$ cat src/owtp_pkg.sv
// Shared types and constants for the 1-Wire temperature poller.
// Used by owtp_regs, owtp_core and one_wire_temperature_poller.
`default_nettype none

package owtp_pkg;

    // APB register file geometry
    localparam int PADDR_W = 5;
    localparam int PDATA_W = 32;
    localparam int CFG_W   = 20;   // widest timing register

    // 1-Wire ROM/function commands
    localparam logic [7:0] CMD_SKIP_ROM   = 8'hCC;
    localparam logic [7:0] CMD_CONVERT_T  = 8'h44;
    localparam logic [7:0] CMD_READ_SCRPD = 8'hBE;

    typedef enum logic [2:0] {
        REG_POLL_INTERVAL = 3'd0,
        REG_CONV_WAIT     = 3'd1,
        REG_RESET_LOW     = 3'd2,
        REG_PRESENCE_DLY  = 3'd3,
        REG_RESET_TAIL    = 3'd4,
        REG_WRITE_ONE_LOW = 3'd5,
        REG_READ_LOW      = 3'd6,
        REG_SLOT_TIME     = 3'd7
    } t_reg_idx;

    typedef enum logic [1:0] {
        PH_WAIT_CONVERT = 2'd0,
        PH_CONVERT      = 2'd1,
        PH_WAIT_READ    = 2'd2,
        PH_READ         = 2'd3
    } t_phase;

    typedef enum logic [2:0] {
        ST_RESET_LOW = 3'd0,
        ST_PRESENCE  = 3'd1,
        ST_TAIL      = 3'd2,
        ST_SLOT_LOW  = 3'd3,
        ST_SLOT_HIGH = 3'd4
    } t_step;

    typedef struct packed {
        logic [19:0] poll_interval_us;
        logic [19:0] conversion_wait_us;
        logic [8:0]  reset_low_us;
        logic [7:0]  presence_delay_us;
        logic [8:0]  reset_tail_us;
        logic [3:0]  write_one_low_us;
        logic [3:0]  read_low_us;
        logic [6:0]  slot_time_us;
    } t_cfg;

    typedef struct packed {
        logic               drive_low;
        logic               temp_valid;
        logic signed [15:0] temperature;
        logic               presence_fail;
        logic               busy_res;
    } t_result;

endpackage

`default_nettype wire

$ cat src/owtp_regs.sv
// APB configuration registers of the 1-Wire temperature poller.
// Depends on owtp_pkg for the register map and the t_cfg bundle.
`default_nettype none

module owtp_regs (
    input  logic                         i_clk,
    input  logic                         i_rst_n,
    input  logic                         psel,
    input  logic                         penable,
    input  logic                         pwrite,
    input  logic [owtp_pkg::PADDR_W-1:0] paddr,
    input  logic [owtp_pkg::PDATA_W-1:0] pwdata,
    output logic [owtp_pkg::PDATA_W-1:0] prdata,
    output logic                         pready,
    output owtp_pkg::t_cfg               o_cfg
);
    import owtp_pkg::*;

    t_cfg     r_cfg;
    t_cfg     n_cfg;
    t_reg_idx w_idx;
    logic     w_wr;

    assign pready = 1'b1;
    assign w_idx  = t_reg_idx'(paddr[PADDR_W-1:2]);
    assign w_wr   = psel && penable && pwrite && pready;

    always_comb begin
        n_cfg = r_cfg;
        if (w_wr) begin
            case (w_idx)
                REG_POLL_INTERVAL: n_cfg.poll_interval_us   = pwdata[19:0];
                REG_CONV_WAIT:     n_cfg.conversion_wait_us = pwdata[19:0];
                REG_RESET_LOW:     n_cfg.reset_low_us       = pwdata[8:0];
                REG_PRESENCE_DLY:  n_cfg.presence_delay_us  = pwdata[7:0];
                REG_RESET_TAIL:    n_cfg.reset_tail_us      = pwdata[8:0];
                REG_WRITE_ONE_LOW: n_cfg.write_one_low_us   = pwdata[3:0];
                REG_READ_LOW:      n_cfg.read_low_us        = pwdata[3:0];
                REG_SLOT_TIME:     n_cfg.slot_time_us       = pwdata[6:0];
                default:           n_cfg = r_cfg;
            endcase
        end
    end

    always_comb begin
        case (w_idx)
            REG_POLL_INTERVAL: prdata = PDATA_W'(r_cfg.poll_interval_us);
            REG_CONV_WAIT:     prdata = PDATA_W'(r_cfg.conversion_wait_us);
            REG_RESET_LOW:     prdata = PDATA_W'(r_cfg.reset_low_us);
            REG_PRESENCE_DLY:  prdata = PDATA_W'(r_cfg.presence_delay_us);
            REG_RESET_TAIL:    prdata = PDATA_W'(r_cfg.reset_tail_us);
            REG_WRITE_ONE_LOW: prdata = PDATA_W'(r_cfg.write_one_low_us);
            REG_READ_LOW:      prdata = PDATA_W'(r_cfg.read_low_us);
            REG_SLOT_TIME:     prdata = PDATA_W'(r_cfg.slot_time_us);
            default:           prdata = '0;
        endcase
    end

    always_ff @(posedge i_clk) begin
        if (!i_rst_n) begin
            r_cfg.poll_interval_us   <= 20'd1000000;
            r_cfg.conversion_wait_us <= 20'd800000;
            r_cfg.reset_low_us       <= 9'd480;
            r_cfg.presence_delay_us  <= 8'd80;
            r_cfg.reset_tail_us      <= 9'd400;
            r_cfg.write_one_low_us   <= 4'd1;
            r_cfg.read_low_us        <= 4'd2;
            r_cfg.slot_time_us       <= 7'd60;
        end else begin
            r_cfg <= n_cfg;
        end
    end

    assign o_cfg = r_cfg;

endmodule

`default_nettype wire

$ cat src/owtp_core.sv
// Bus sequencer of the 1-Wire temperature poller: phase/step state, slot timer,
// elapsed counter and scratchpad shifter. Depends on owtp_pkg.
`default_nettype none

module owtp_core #(
    parameter int INTERVAL_BITS = 20
) (
    input  logic              i_clk,
    input  logic              i_rst_n,
    input  logic              i_advance,
    input  logic              i_us_tick,
    input  logic              i_bus_level,
    input  owtp_pkg::t_cfg    i_cfg,
    output owtp_pkg::t_result o_result
);
    import owtp_pkg::*;

    localparam int CMP_W = (INTERVAL_BITS > CFG_W) ? INTERVAL_BITS : CFG_W;

    t_phase                   r_phase,   n_phase;
    t_step                    r_step,    n_step;
    logic [8:0]               r_timer,   n_timer;
    logic [INTERVAL_BITS-1:0] r_elapsed, n_elapsed;
    logic [2:0]               r_bit,     n_bit;
    logic [1:0]               r_byte,    n_byte;
    logic [7:0]               r_shift,   n_shift;
    logic [7:0]               r_low,     n_low;
    logic [15:0]              r_temp,    n_temp;
    logic                     r_pres,    n_pres;

    logic       s_valid;
    logic       s_fail;
    logic       w_rd;
    logic       w_bit;
    logic [7:0] w_cmd;
    logic [8:0] w_dur;
    logic [9:0] w_tplus;
    logic       w_tmo;
    logic       w_busy;

    // slot decode
    assign w_rd  = (r_phase == PH_READ) && r_byte[1];
    assign w_cmd = (r_byte == 2'd0) ? CMD_SKIP_ROM
                 : ((r_phase == PH_CONVERT) ? CMD_CONVERT_T : CMD_READ_SCRPD);
    assign w_bit = w_cmd[r_bit];

    always_comb begin
        case (r_step)
            ST_RESET_LOW: w_dur = i_cfg.reset_low_us;
            ST_PRESENCE:  w_dur = 9'(i_cfg.presence_delay_us);
            ST_TAIL:      w_dur = i_cfg.reset_tail_us;
            ST_SLOT_LOW:  w_dur = w_rd  ? 9'(i_cfg.read_low_us)
                                : (w_bit ? 9'(i_cfg.write_one_low_us)
                                         : 9'(i_cfg.slot_time_us));
            ST_SLOT_HIGH: w_dur = (w_rd || w_bit) ? 9'(i_cfg.slot_time_us) : 9'd1;
            default:      w_dur = 9'd1;
        endcase
    end

    // step ends on the tick that brings the count to the duration
    assign w_tplus = {1'b0, r_timer} + 10'd1;
    assign w_tmo   = i_us_tick && (w_tplus >= {1'b0, w_dur});

    // next state
    always_comb begin
        n_phase   = r_phase;
        n_step    = r_step;
        n_timer   = r_timer;
        n_bit     = r_bit;
        n_byte    = r_byte;
        n_shift   = r_shift;
        n_low     = r_low;
        n_temp    = r_temp;
        n_pres    = r_pres;
        s_valid   = 1'b0;
        s_fail    = 1'b0;
        n_elapsed = (i_us_tick && (r_elapsed != '1)) ? r_elapsed + 1'b1 : r_elapsed;

        case (r_phase)
            PH_WAIT_CONVERT, PH_WAIT_READ: begin
                if ((r_phase == PH_WAIT_CONVERT)
                        ? (CMP_W'(n_elapsed) >= CMP_W'(i_cfg.poll_interval_us))
                        : (CMP_W'(n_elapsed) >= CMP_W'(i_cfg.conversion_wait_us))) begin
                    n_phase = (r_phase == PH_WAIT_CONVERT) ? PH_CONVERT : PH_READ;
                    n_step  = ST_RESET_LOW;
                    n_timer = '0;
                    n_bit   = '0;
                    n_byte  = '0;
                    n_shift = '0;
                    n_pres  = 1'b0;
                end
            end
            PH_CONVERT, PH_READ: begin
                if (i_us_tick) begin
                    n_timer = w_tmo ? 9'd0 : w_tplus[8:0];
                end
                case (r_step)
                    ST_RESET_LOW: begin
                        if (w_tmo) begin
                            n_step = ST_PRESENCE;
                        end
                    end
                    ST_PRESENCE: begin
                        if (w_tmo) begin
                            n_pres = !i_bus_level;
                            n_step = ST_TAIL;
                        end
                    end
                    ST_TAIL: begin
                        if (w_tmo) begin
                            if (r_pres) begin
                                n_step = ST_SLOT_LOW;
                            end else begin
                                s_fail  = 1'b1;
                                n_phase = PH_WAIT_CONVERT;
                                n_step  = ST_RESET_LOW;
                            end
                        end
                    end
                    ST_SLOT_LOW: begin
                        if (w_tmo) begin
                            n_step = ST_SLOT_HIGH;
                        end
                    end
                    ST_SLOT_HIGH: begin
                        // read bit sampled on the first tick after release
                        if (w_rd && i_us_tick && (r_timer == 9'd0)) begin
                            n_shift = {i_bus_level, r_shift[7:1]};
                        end
                        if (w_tmo) begin
                            n_step = ST_SLOT_LOW;
                            n_bit  = r_bit + 3'd1;
                            if (r_bit == 3'd7) begin
                                if ((r_phase == PH_CONVERT) && (r_byte == 2'd1)) begin
                                    n_elapsed = '0;
                                    n_phase   = PH_WAIT_READ;
                                    n_step    = ST_RESET_LOW;
                                end else if (w_rd && (r_byte == 2'd3)) begin
                                    n_temp  = {n_shift, r_low};
                                    s_valid = 1'b1;
                                    n_phase = PH_WAIT_CONVERT;
                                    n_step  = ST_RESET_LOW;
                                end else begin
                                    if (w_rd) begin
                                        n_low = n_shift;
                                    end
                                    n_shift = '0;
                                end
                                n_byte = r_byte + 2'd1;
                            end
                        end
                    end
                    default: begin
                        n_phase = PH_WAIT_CONVERT;
                        n_step  = ST_RESET_LOW;
                        n_timer = '0;
                    end
                endcase
            end
            default: begin
                n_phase = PH_WAIT_CONVERT;
            end
        endcase
    end

    // result word, taken from the post-update state
    always_comb begin
        w_busy                 = (n_phase == PH_CONVERT) || (n_phase == PH_READ);
        o_result.busy_res      = w_busy;
        o_result.drive_low     = w_busy && ((n_step == ST_RESET_LOW) || (n_step == ST_SLOT_LOW));
        o_result.temp_valid    = s_valid;
        o_result.presence_fail = s_fail;
        o_result.temperature   = signed'(n_temp);
    end

    always_ff @(posedge i_clk) begin
        if (!i_rst_n) begin
            r_phase   <= PH_WAIT_CONVERT;
            r_step    <= ST_RESET_LOW;
            r_timer   <= '0;
            r_elapsed <= '0;
            r_bit     <= '0;
            r_byte    <= '0;
            r_shift   <= '0;
            r_low     <= '0;
            r_temp    <= '0;
            r_pres    <= 1'b0;
        end else if (i_advance) begin
            r_phase   <= n_phase;
            r_step    <= n_step;
            r_timer   <= n_timer;
            r_elapsed <= n_elapsed;
            r_bit     <= n_bit;
            r_byte    <= n_byte;
            r_shift   <= n_shift;
            r_low     <= n_low;
            r_temp    <= n_temp;
            r_pres    <= n_pres;
        end
    end

    // convert only ever sends two command bytes
    a_convert_bytes: assert property (@(posedge i_clk) disable iff (!i_rst_n)
        (r_phase == PH_CONVERT) |-> !r_byte[1])
        else $error("convert transaction past its command bytes");

    // a presence failure only ends a reset tail
    a_fail_src: assert property (@(posedge i_clk) disable iff (!i_rst_n)
        (i_advance && s_fail) |-> (r_step == ST_TAIL && !r_pres))
        else $error("presence failure outside reset tail");

    // a new temperature only ends the last read byte
    a_valid_src: assert property (@(posedge i_clk) disable iff (!i_rst_n)
        (i_advance && s_valid) |-> (r_phase == PH_READ && r_byte == 2'd3 && r_bit == 3'd7))
        else $error("temperature strobe outside last read byte");

endmodule

`default_nettype wire

$ cat src/one_wire_temperature_poller.sv
// Top level of the 1-Wire temperature poller: input word register, sequencer,
// result register and APB registers. Depends on owtp_pkg, owtp_regs, owtp_core.
//
// Usage
//   Input channel: one word per system clock cycle while o_in_ready is high,
//   carrying i_us_tick (one microsecond elapsed) and i_bus_level (sampled
//   open-drain line). Every word advances the sequencer by exactly one step,
//   so the bus timing is counted in accepted words that carry a tick.
//   Output channel: one result word per input word, carrying o_drive_low (pull
//   the line low), o_temp_valid / o_presence_fail strobes, the held signed
//   temperature in 1/16 degC and o_busy_res.
//   The accepting edge loads the input register; the result register is
//   loaded when the sequencer advances on that word. Throughput: one word
//   per cycle while the output is not stalled; the sequencer step is a
//   single pass of logic between the two registers.
//   Stall: the input register keeps taking a word while a finished result
//   waits, and holds it until the result register frees; back-pressure then
//   reaches o_in_ready. No word is dropped or repeated.
//   Reset (i_rst_n low, synchronous): valid flags, sequencer and APB registers
//   return to defaults, the sequencer waits for the poll interval; r_out is not reset.
//   APB writes take effect at once; write only while the block is idle.
`default_nettype none

module one_wire_temperature_poller #(
    parameter int INTERVAL_BITS = 20
) (
    input  logic                         i_clk,
    input  logic                         i_rst_n,
    // APB configuration port
    input  logic                         psel,
    input  logic                         penable,
    input  logic                         pwrite,
    input  logic [owtp_pkg::PADDR_W-1:0] paddr,
    input  logic [owtp_pkg::PDATA_W-1:0] pwdata,
    output logic [owtp_pkg::PDATA_W-1:0] prdata,
    output logic                         pready,
    // input words
    input  logic                         i_in_valid,
    output logic                         o_in_ready,
    input  logic                         i_us_tick,
    input  logic                         i_bus_level,
    // result words
    output logic                         o_out_valid,
    input  logic                         i_out_ready,
    output logic                         o_drive_low,
    output logic                         o_temp_valid,
    output logic signed [15:0]           o_temperature,
    output logic                         o_presence_fail,
    output logic                         o_busy_res
);
    import owtp_pkg::*;

    t_cfg    w_cfg;
    t_result w_result;
    t_result r_out;
    logic    r_out_valid;
    logic    r_in_valid;
    logic    r_us_tick;
    logic    r_bus_level;
    logic    w_advance;
    logic    w_in_take;

    owtp_regs u_regs (
        .i_clk   (i_clk),
        .i_rst_n (i_rst_n),
        .psel    (psel),
        .penable (penable),
        .pwrite  (pwrite),
        .paddr   (paddr),
        .pwdata  (pwdata),
        .prdata  (prdata),
        .pready  (pready),
        .o_cfg   (w_cfg)
    );

    // step the sequencer when a word is held and the result slot frees
    assign w_advance  = r_in_valid && (!r_out_valid || i_out_ready);
    assign o_in_ready = !r_in_valid || w_advance;
    assign w_in_take  = i_in_valid && o_in_ready;

    always_ff @(posedge i_clk) begin
        if (!i_rst_n) begin
            r_in_valid <= 1'b0;
        end else if (o_in_ready) begin
            r_in_valid <= i_in_valid;
        end
    end

    always_ff @(posedge i_clk) begin
        if (w_in_take) begin
            r_us_tick   <= i_us_tick;
            r_bus_level <= i_bus_level;
        end
    end

    owtp_core #(
        .INTERVAL_BITS (INTERVAL_BITS)
    ) u_core (
        .i_clk       (i_clk),
        .i_rst_n     (i_rst_n),
        .i_advance   (w_advance),
        .i_us_tick   (r_us_tick),
        .i_bus_level (r_bus_level),
        .i_cfg       (w_cfg),
        .o_result    (w_result)
    );

    always_ff @(posedge i_clk) begin
        if (!i_rst_n) begin
            r_out_valid <= 1'b0;
        end else if (w_advance) begin
            r_out_valid <= 1'b1;
        end else if (i_out_ready) begin
            r_out_valid <= 1'b0;
        end
    end

    always_ff @(posedge i_clk) begin
        if (w_advance) begin
            r_out <= w_result;
        end
    end

    assign o_out_valid     = r_out_valid;
    assign o_drive_low     = r_out.drive_low;
    assign o_temp_valid    = r_out.temp_valid;
    assign o_temperature   = r_out.temperature;
    assign o_presence_fail = r_out.presence_fail;
    assign o_busy_res      = r_out.busy_res;

    // the line is only pulled low inside a transaction
    a_drive_busy: assert property (@(posedge i_clk) disable iff (!i_rst_n)
        o_out_valid |-> (!o_drive_low || o_busy_res))
        else $error("bus driven low outside a transaction");

    // a held word stays until the sequencer consumes it
    a_in_hold: assert property (@(posedge i_clk) disable iff (!i_rst_n)
        (r_in_valid && !w_advance) |=> (r_in_valid && $stable(r_us_tick)
                                        && $stable(r_bus_level)))
        else $error("held input word lost");

    // a waiting result is never overwritten
    a_out_hold: assert property (@(posedge i_clk) disable iff (!i_rst_n)
        (r_out_valid && !i_out_ready) |-> !w_advance)
        else $error("result overwritten while stalled");

endmodule

`default_nettype wire
$ cat config.mk
export PLATFORM = sky130hd
export DESIGN_NAME = one_wire_temperature_poller
export DESIGN_NICKNAME = d
export VERILOG_FILES = /design/src/owtp_pkg.sv /design/src/owtp_regs.sv /design/src/owtp_core.sv /design/src/one_wire_temperature_poller.sv
export SDC_FILE = /design/constraint.sdc
export NUM_CORES = 1
export LEC_CHECK = 0
export ABC_CLOCK_PERIOD_IN_PS = 5100
export BUFFER_PORTS_ARGS = -buffer_cell sky130_fd_sc_hd__buf_2
export CORE_MARGIN = 1.5
export CORE_UTILIZATION = 60
export CTS_CLUSTER_SIZE = 20
export DETAILED_ROUTE_END_ITERATION = 12
export GPL_ROUTABILITY_DRIVEN = 0
export PLACE_DENSITY = 0.86
export SYNTH_ARGS = -nofsm -noshare
export SYNTH_HDL_FRONTEND = slang
export SYNTH_SLANG_ARGS = --single-unit
$ cat constraint.sdc
create_clock -name i_clk -period 5.1 [get_ports i_clk]
set_clock_uncertainty 0.05 [all_clocks]
set_input_delay 0.51 -clock i_clk [delete_from_list [all_inputs] [get_ports i_clk]]
set_output_delay 0.51 -clock i_clk [all_outputs]
set_load 0.05 [all_outputs]
* Word-level counts from Yosys, hierarchy flattened *
Cells that the tools add are included.

cells by class
  reductions and logical operators = 47
  equality and inequality tests = 27
  $add $sub $neg = 4
  bitwise gates (word level) = 6
  magnitude comparators = 4
  mux-type cells = 74

operator list
  operator                                             number
  one-hot mux 32 bit (8 select lines)                  1
  2-to-1 mux 20 bit                                    6
  2-to-1 mux 16 bit                                    6
  2-to-1 mux 8 bit                                     9
  2-to-1 mux 9 bit                                     5
  one-hot mux 9 bit (5 select lines)                   1
  greater-or-equal comparator 20 bit                   2
  2-to-1 mux 3 bit                                     11
  2-to-1 mux 2 bit                                     14
  adder 20 x 1 -> 20 bit, second input constant        1
  != test 20 bit, second input constant                1
  equality test 3 bit, second input constant           6
  one-hot mux 9 bit (2 select lines)                   1
  one-hot mux 8 bit (2 select lines)                   1
  AND reduction 2 bit                                  8
  equality test 3 x 2 -> 1 bit, second input constant  5
  one-hot mux 3 bit (5 select lines)                   1
  2-to-1 mux 7 bit                                     2
  logical AND 1 bit                                    12
  one-hot mux 3 bit (2 select lines)                   2
  adder 9 x 1 -> 10 bit, second input constant         1
  greater-or-equal comparator 10 x 9 -> 1 bit          1
  OR reduction 5 bit                                   2
  zero test 3 bit                                      3
  26 further kinds                                     60

word-level totals
  output and inout bits = 55
  register bits after elaboration = 177
  logic and storage cells = 189

* Logic depth before layout (Yosys ltp) *
  depth in word-level cells = 16
  gate-level depth with buffers = 19
  depth with buffers taken out = 17

* Cells and area by module *
From an unflattened synthesis, not the netlist that was laid out.

second synthesis, totals
  cells, all modules = 1305
  area total of the unflattened synthesis = 10709.0 um2

modules (own cells, without submodules)
  module                       times used  cells each  sequential area each (um2)  area an instance (um2)
  owtp_core                    1           788         1441.4                      6073.3
  owtp_regs                    1           486         1621.6                      3871.2
  one_wire_temperature_poller  1           31          700.7                       764.5

* Least setup slack after synthesis *
OpenSTA, ideal clock, no wires.

  kind = register to register
  start = reg u_core.r_elapsed[11]
  end = reg u_core.r_shift[7]
  period minus slack after synthesis = 4.453 ns
  buffers on the path = 4
  setup time = 0.117 ns
  path slack = 0.647 ns
  arrival time = 4.287 ns
  stages on the path, launching flop included = 19
  path through = dfxtp_1 > clkbuf_1 > and4_1 > and3_1 > and4_1 > clkbuf_1 > a211o_1 > clkbuf_1 > nor2_1 > xor2_1 > ha_1 > nand4_1 > or3_1 > o41a_1 > a211o_1 > a21o_1 > buf_6 > o21a_1 > a22o_1

between the ends
  longest elaborated chain between the ends = 7

RTL lines
  item                                                            RTL line                          RTL
  start: declaration                                              owtp_core.sv:23                   logic [INTERVAL_BITS-1:0] r_elapsed, n_elapsed;
  start signal: assignment                                        owtp_core.sv:192                  r_elapsed <= n_elapsed;
  branches (longest 2 deep; another with adder 20 x 1 -> 20 bit)  n/a
  2-to-1 mux 20 bit *                                             owtp_core.sv:77                   n_elapsed = (i_us_tick && (r_elapsed != '1)) ? r_elapsed + 1'b1 : r_elapsed;
  greater-or-equal comparator 20 bit (on tied branches)           owtp_core.sv:83, owtp_core.sv:82
  2-to-1 mux 1 bit *                                              owtp_core.sv:82                   ? (CMP_W'(n_elapsed) >= CMP_W'(i_cfg.poll_interval_us))
  != test 2 x 1 -> 1 bit (no line) *                              n/a
  AND reduction 3 bit (no line) *                                 n/a
  end signal: assignment                                          owtp_core.sv:195                  r_shift <= n_shift;
  end: declaration                                                owtp_core.sv:26                   logic [7:0] r_shift, n_shift;

Every way passes the cells marked *.
A chain may end at the register's enable or synchronous reset.

* Worst setup path after layout *
  start = reg u_core.r_elapsed[11]
  end = reg u_core.r_shift[0]

Same word-level chain as after synthesis.

==> metrics.md <==
| Metric | Value |
|---|---|
| Dpl cell area | `0.01045 sq mm` |
| LEAKAGE | `between 4 and 5 nW` |
| Util after Layout | `68.61%` |
| Place WS | `roughly 0.36 ns` |
| Met1 wire length | `~11000 um` |
| Final hold viol count | `0` |
| Largest net degree at the start of global routing | `54` |
| # clock sinks | `between 150 and 200` |
| ANT nets after route | `0` |
| Worst Path Required | `approximately 5.4 ns` |
| Share of the yosys chip area belonging to registers | `37.77%` |
| Crit end category | `register` |
| Synth Warn # | `0` |
| Ports | `around 100` |
| First-pass GRT wire length | `a little over 40000 um` |
| Layout cells sized above 1 | `a little under an eighth` |
| EDFF count, synth | `22` |
| Final WL | `24930 um` |
| Drt drc | `0` |
| H-tree depth | `4` |
| Clk_lat worst skew | `~0.44 ns` |
| Fin area | `between 0.01 and 0.015 sq mm` |
| Post_cts resized | `0` |
| Critical Path Fanout Max | `11` |
| Pre-antenna DRT Iters | `8` |
| Most common cell after layout, fill and taps aside | `nand2_1` |
| Clock buffer count from CTS | `17` |
| Metal2 WL | `~12000 um` |
| Tcrit/Tclk final | `between 90% and 100%` |
| Gr ovfl total | `0` |
| Initial DRC count | `929` |
| Port-buffer cells | `73` |
| Worst IR Drop VDD | `0.2742 mV` |
| CP Launch Type | `register` |
| Slew margin rel. | `21.06%` |
| Ant diodes | `0` |
| Root Buffer | `clkbuf_16` |
| Routed wl met3 | `1780 um` |
| Min Tclk post-route | `approximately 4.9 ns` |
| Synth Area per Inst | `8.141 sq um` |
| Die Y | `between 100 and 150 um` |
| Status | `finished, final reports clean` |
| Initial Util | `just over 60%` |
| DP Wirelength | `17030 um` |
| Vias after detailed routing | `about 9100` |
| Die width | `131.9 um` |
| Leading area contributor after synthesis | `dfxtp_1` |
| Max layer used | `met4` |
| Hold Path Class | `in -> reg` |
| Synthesized flop and latch total | `177` |
| Gate Count Post-Synth | `1224` |
| Async set or reset register ratio after synthesis | `0%` |
| Final #Nets | `roughly 1400` |
| Placed cell count | `around 1500` |
| Fin. max-slew vios | `0` |
| Total track usage | `roughly 29%` |
| Distinct cells, synth | `between 70 and 80` |
| Total negative slack | `0 ns` |
| RSZ-0062 raised after global routing | `no` |
| Final setup vio count | `0` |
| FMAX | `just over 200 MHz` |
| Setup ws final | `roughly 0.24 ns` |
| Ys flop type | `dfxtp_1` |
| Vias per cell | `6.112` |
| Core area | `0.01606 sq mm` |
| WS Path Type | `reg -> reg` |
| Synth area leaders | `dfxtp_1 31%, nand2_1 7.5%, mux2i_1 7.4%` |
| Number of max-cap violations | `0` |
| Vias in the first global route | `around 8600` |
| Crit path arrival time | `5.19 ns` |
| Most frequent cells in the layout | `199 x nand2_1, 155 x dfxtp_1, 126 x a21oi_1` |
| Power Dens Cells | `roughly 270 mW/mm^2` |
| Power Total | `2.963 mW` |
| Die footprint | `around 0.017 sq mm` |
| Top cell type's share of synthesized area | `slightly above 30%` |
| Max Root-Sink Buffers | `2` |
| Wire per inst | `~17 um` |
| Postcts setup bufs | `0` |
| Antenna violations before repair | `0` |
| Row count | `46` |
| TritonCTS clock tree | `yes` |
| Area growth from synthesis to layout | `10.57%` |
| Finished Layout Cells | `approximately 1500` |
| Slew @ Worst Pin | `between 1 and 1.5 ns` |
| Netlist Area Pre-Place | `between 0.009 and 0.01 sq mm` |
| Clock Pin Slew Worst Setup and Hold Paths | `approximately 0.07 ns` |
| Fin Hold WS | `roughly 0.20 ns` |
| Post-CTS Hold Buffers | `0` |
[synthesized netlist by cell type (all sizes together), types with 3 or more instances]
master / instances
edfxtp: 22
xor2: 12
nor4: 9
and2: 5
mux2: 5
nand2b: 9
nor2: 120
nor2b: 4
and3: 12
a211o: 4
a211oi: 26
nand2: 199
buf: 28
dfxtp: 155
inv: 59
o21ai: 45
a22o: 8
o211ai: 14
mux2i: 74
o21a: 3
a21o: 9
and4: 7
a31oi: 7
xnor2: 14
ha: 57
nand3: 25
nor3: 12
o22ai: 13
clkbuf: 56
nand4: 10
a22oi: 9
a21oi: 126
or3: 16
o221ai: 4
or2: 4
nor3b: 6
[worst max-delay path: stages, from the launching register on]
cell and delay [ns]:
dfxtp_1 0.40, and4_1 0.21, and3_1 0.21, and4_1 0.28, nor3_1 0.47, nand4_1 0.24
xnor2_1 0.21, ha_1 0.31, nand4_1 0.14, or3_1 0.39, o41a_1 0.48, a211o_1 0.39
a21o_1 0.34, nor4_4 0.48, a22o_1 0.21
[where the power goes]
part	internal (mW)	switching [mW]	leakage [nW]
Sequential	1.42	0.0124	1.45
Clock	0.648	0.619	0.273
Combinational	0.0624	0.197	2.64
Total	2.13	0.829	4.35
[per-layer routing]
metal	GRT usage [%]	vias up
li1	-	4374
met1	36.36	4269
met2	47.82	417
met3	5.152	78
met4	11.91	0
met5	0	-
[flip-flops by register name (all words and copies together) (netlist names), 2 cells and up]
signal	cells
u_core.r_step	3
u_core.r_low	8
u_core.r_shift	8
u_core.r_phase	2
u_core.r_bit	3
u_regs.o_cfg	81
u_core.r_timer	9
o_temperature	16
u_core.r_elapsed	20
u_core.r_byte	2
u_core.r_temp	16
[worst paths after layout]
| kind | start | to | slack (ns) | depth (start not counted) |
|---|---|---|---|---|
| hold reg to reg | u_core.r_temp[6]$_SDFFE_PN0P_ | u_core.r_temp[6]$_SDFFE_PN0P_ | 0.41 | 2 |
| setup / recovery | u_core.r_elapsed[11]$_SDFFE_PN0P_ | u_core.r_shift[0]$_SDFFE_PN0P_ | 0.24 | 14 |
| hold / removal | i_bus_level | r_bus_level$_DFFE_PP_ | 0.20 | 1 |
| setup reg to reg | u_core.r_elapsed[11]$_SDFFE_PN0P_ | u_core.r_shift[0]$_SDFFE_PN0P_ | 0.24 | 14 |
[kinds of logic after synthesis]
group	count (synthesis)	share of synthesized area, %
simple gates	443	19.95
compound gates	293	18.21
flops	177	37.77
buf+inv	145	6.103
mux	81	8.450
fa+ha+maj	57	7.157
xor+xnor	26	2.285
other cells	2	0.07537
[cell type report]
type	instances	area [sq um]
multi-input combinational	913	5644
fill	1262	5040
sequential	177	3764
timing repair buffer	96	538.0
clock buffer	17	425.4
tap	216	270.3
inverter	61	230.2
clock inverter	15	146.4
No activity file was read; power rests on OpenSTA's default activity.
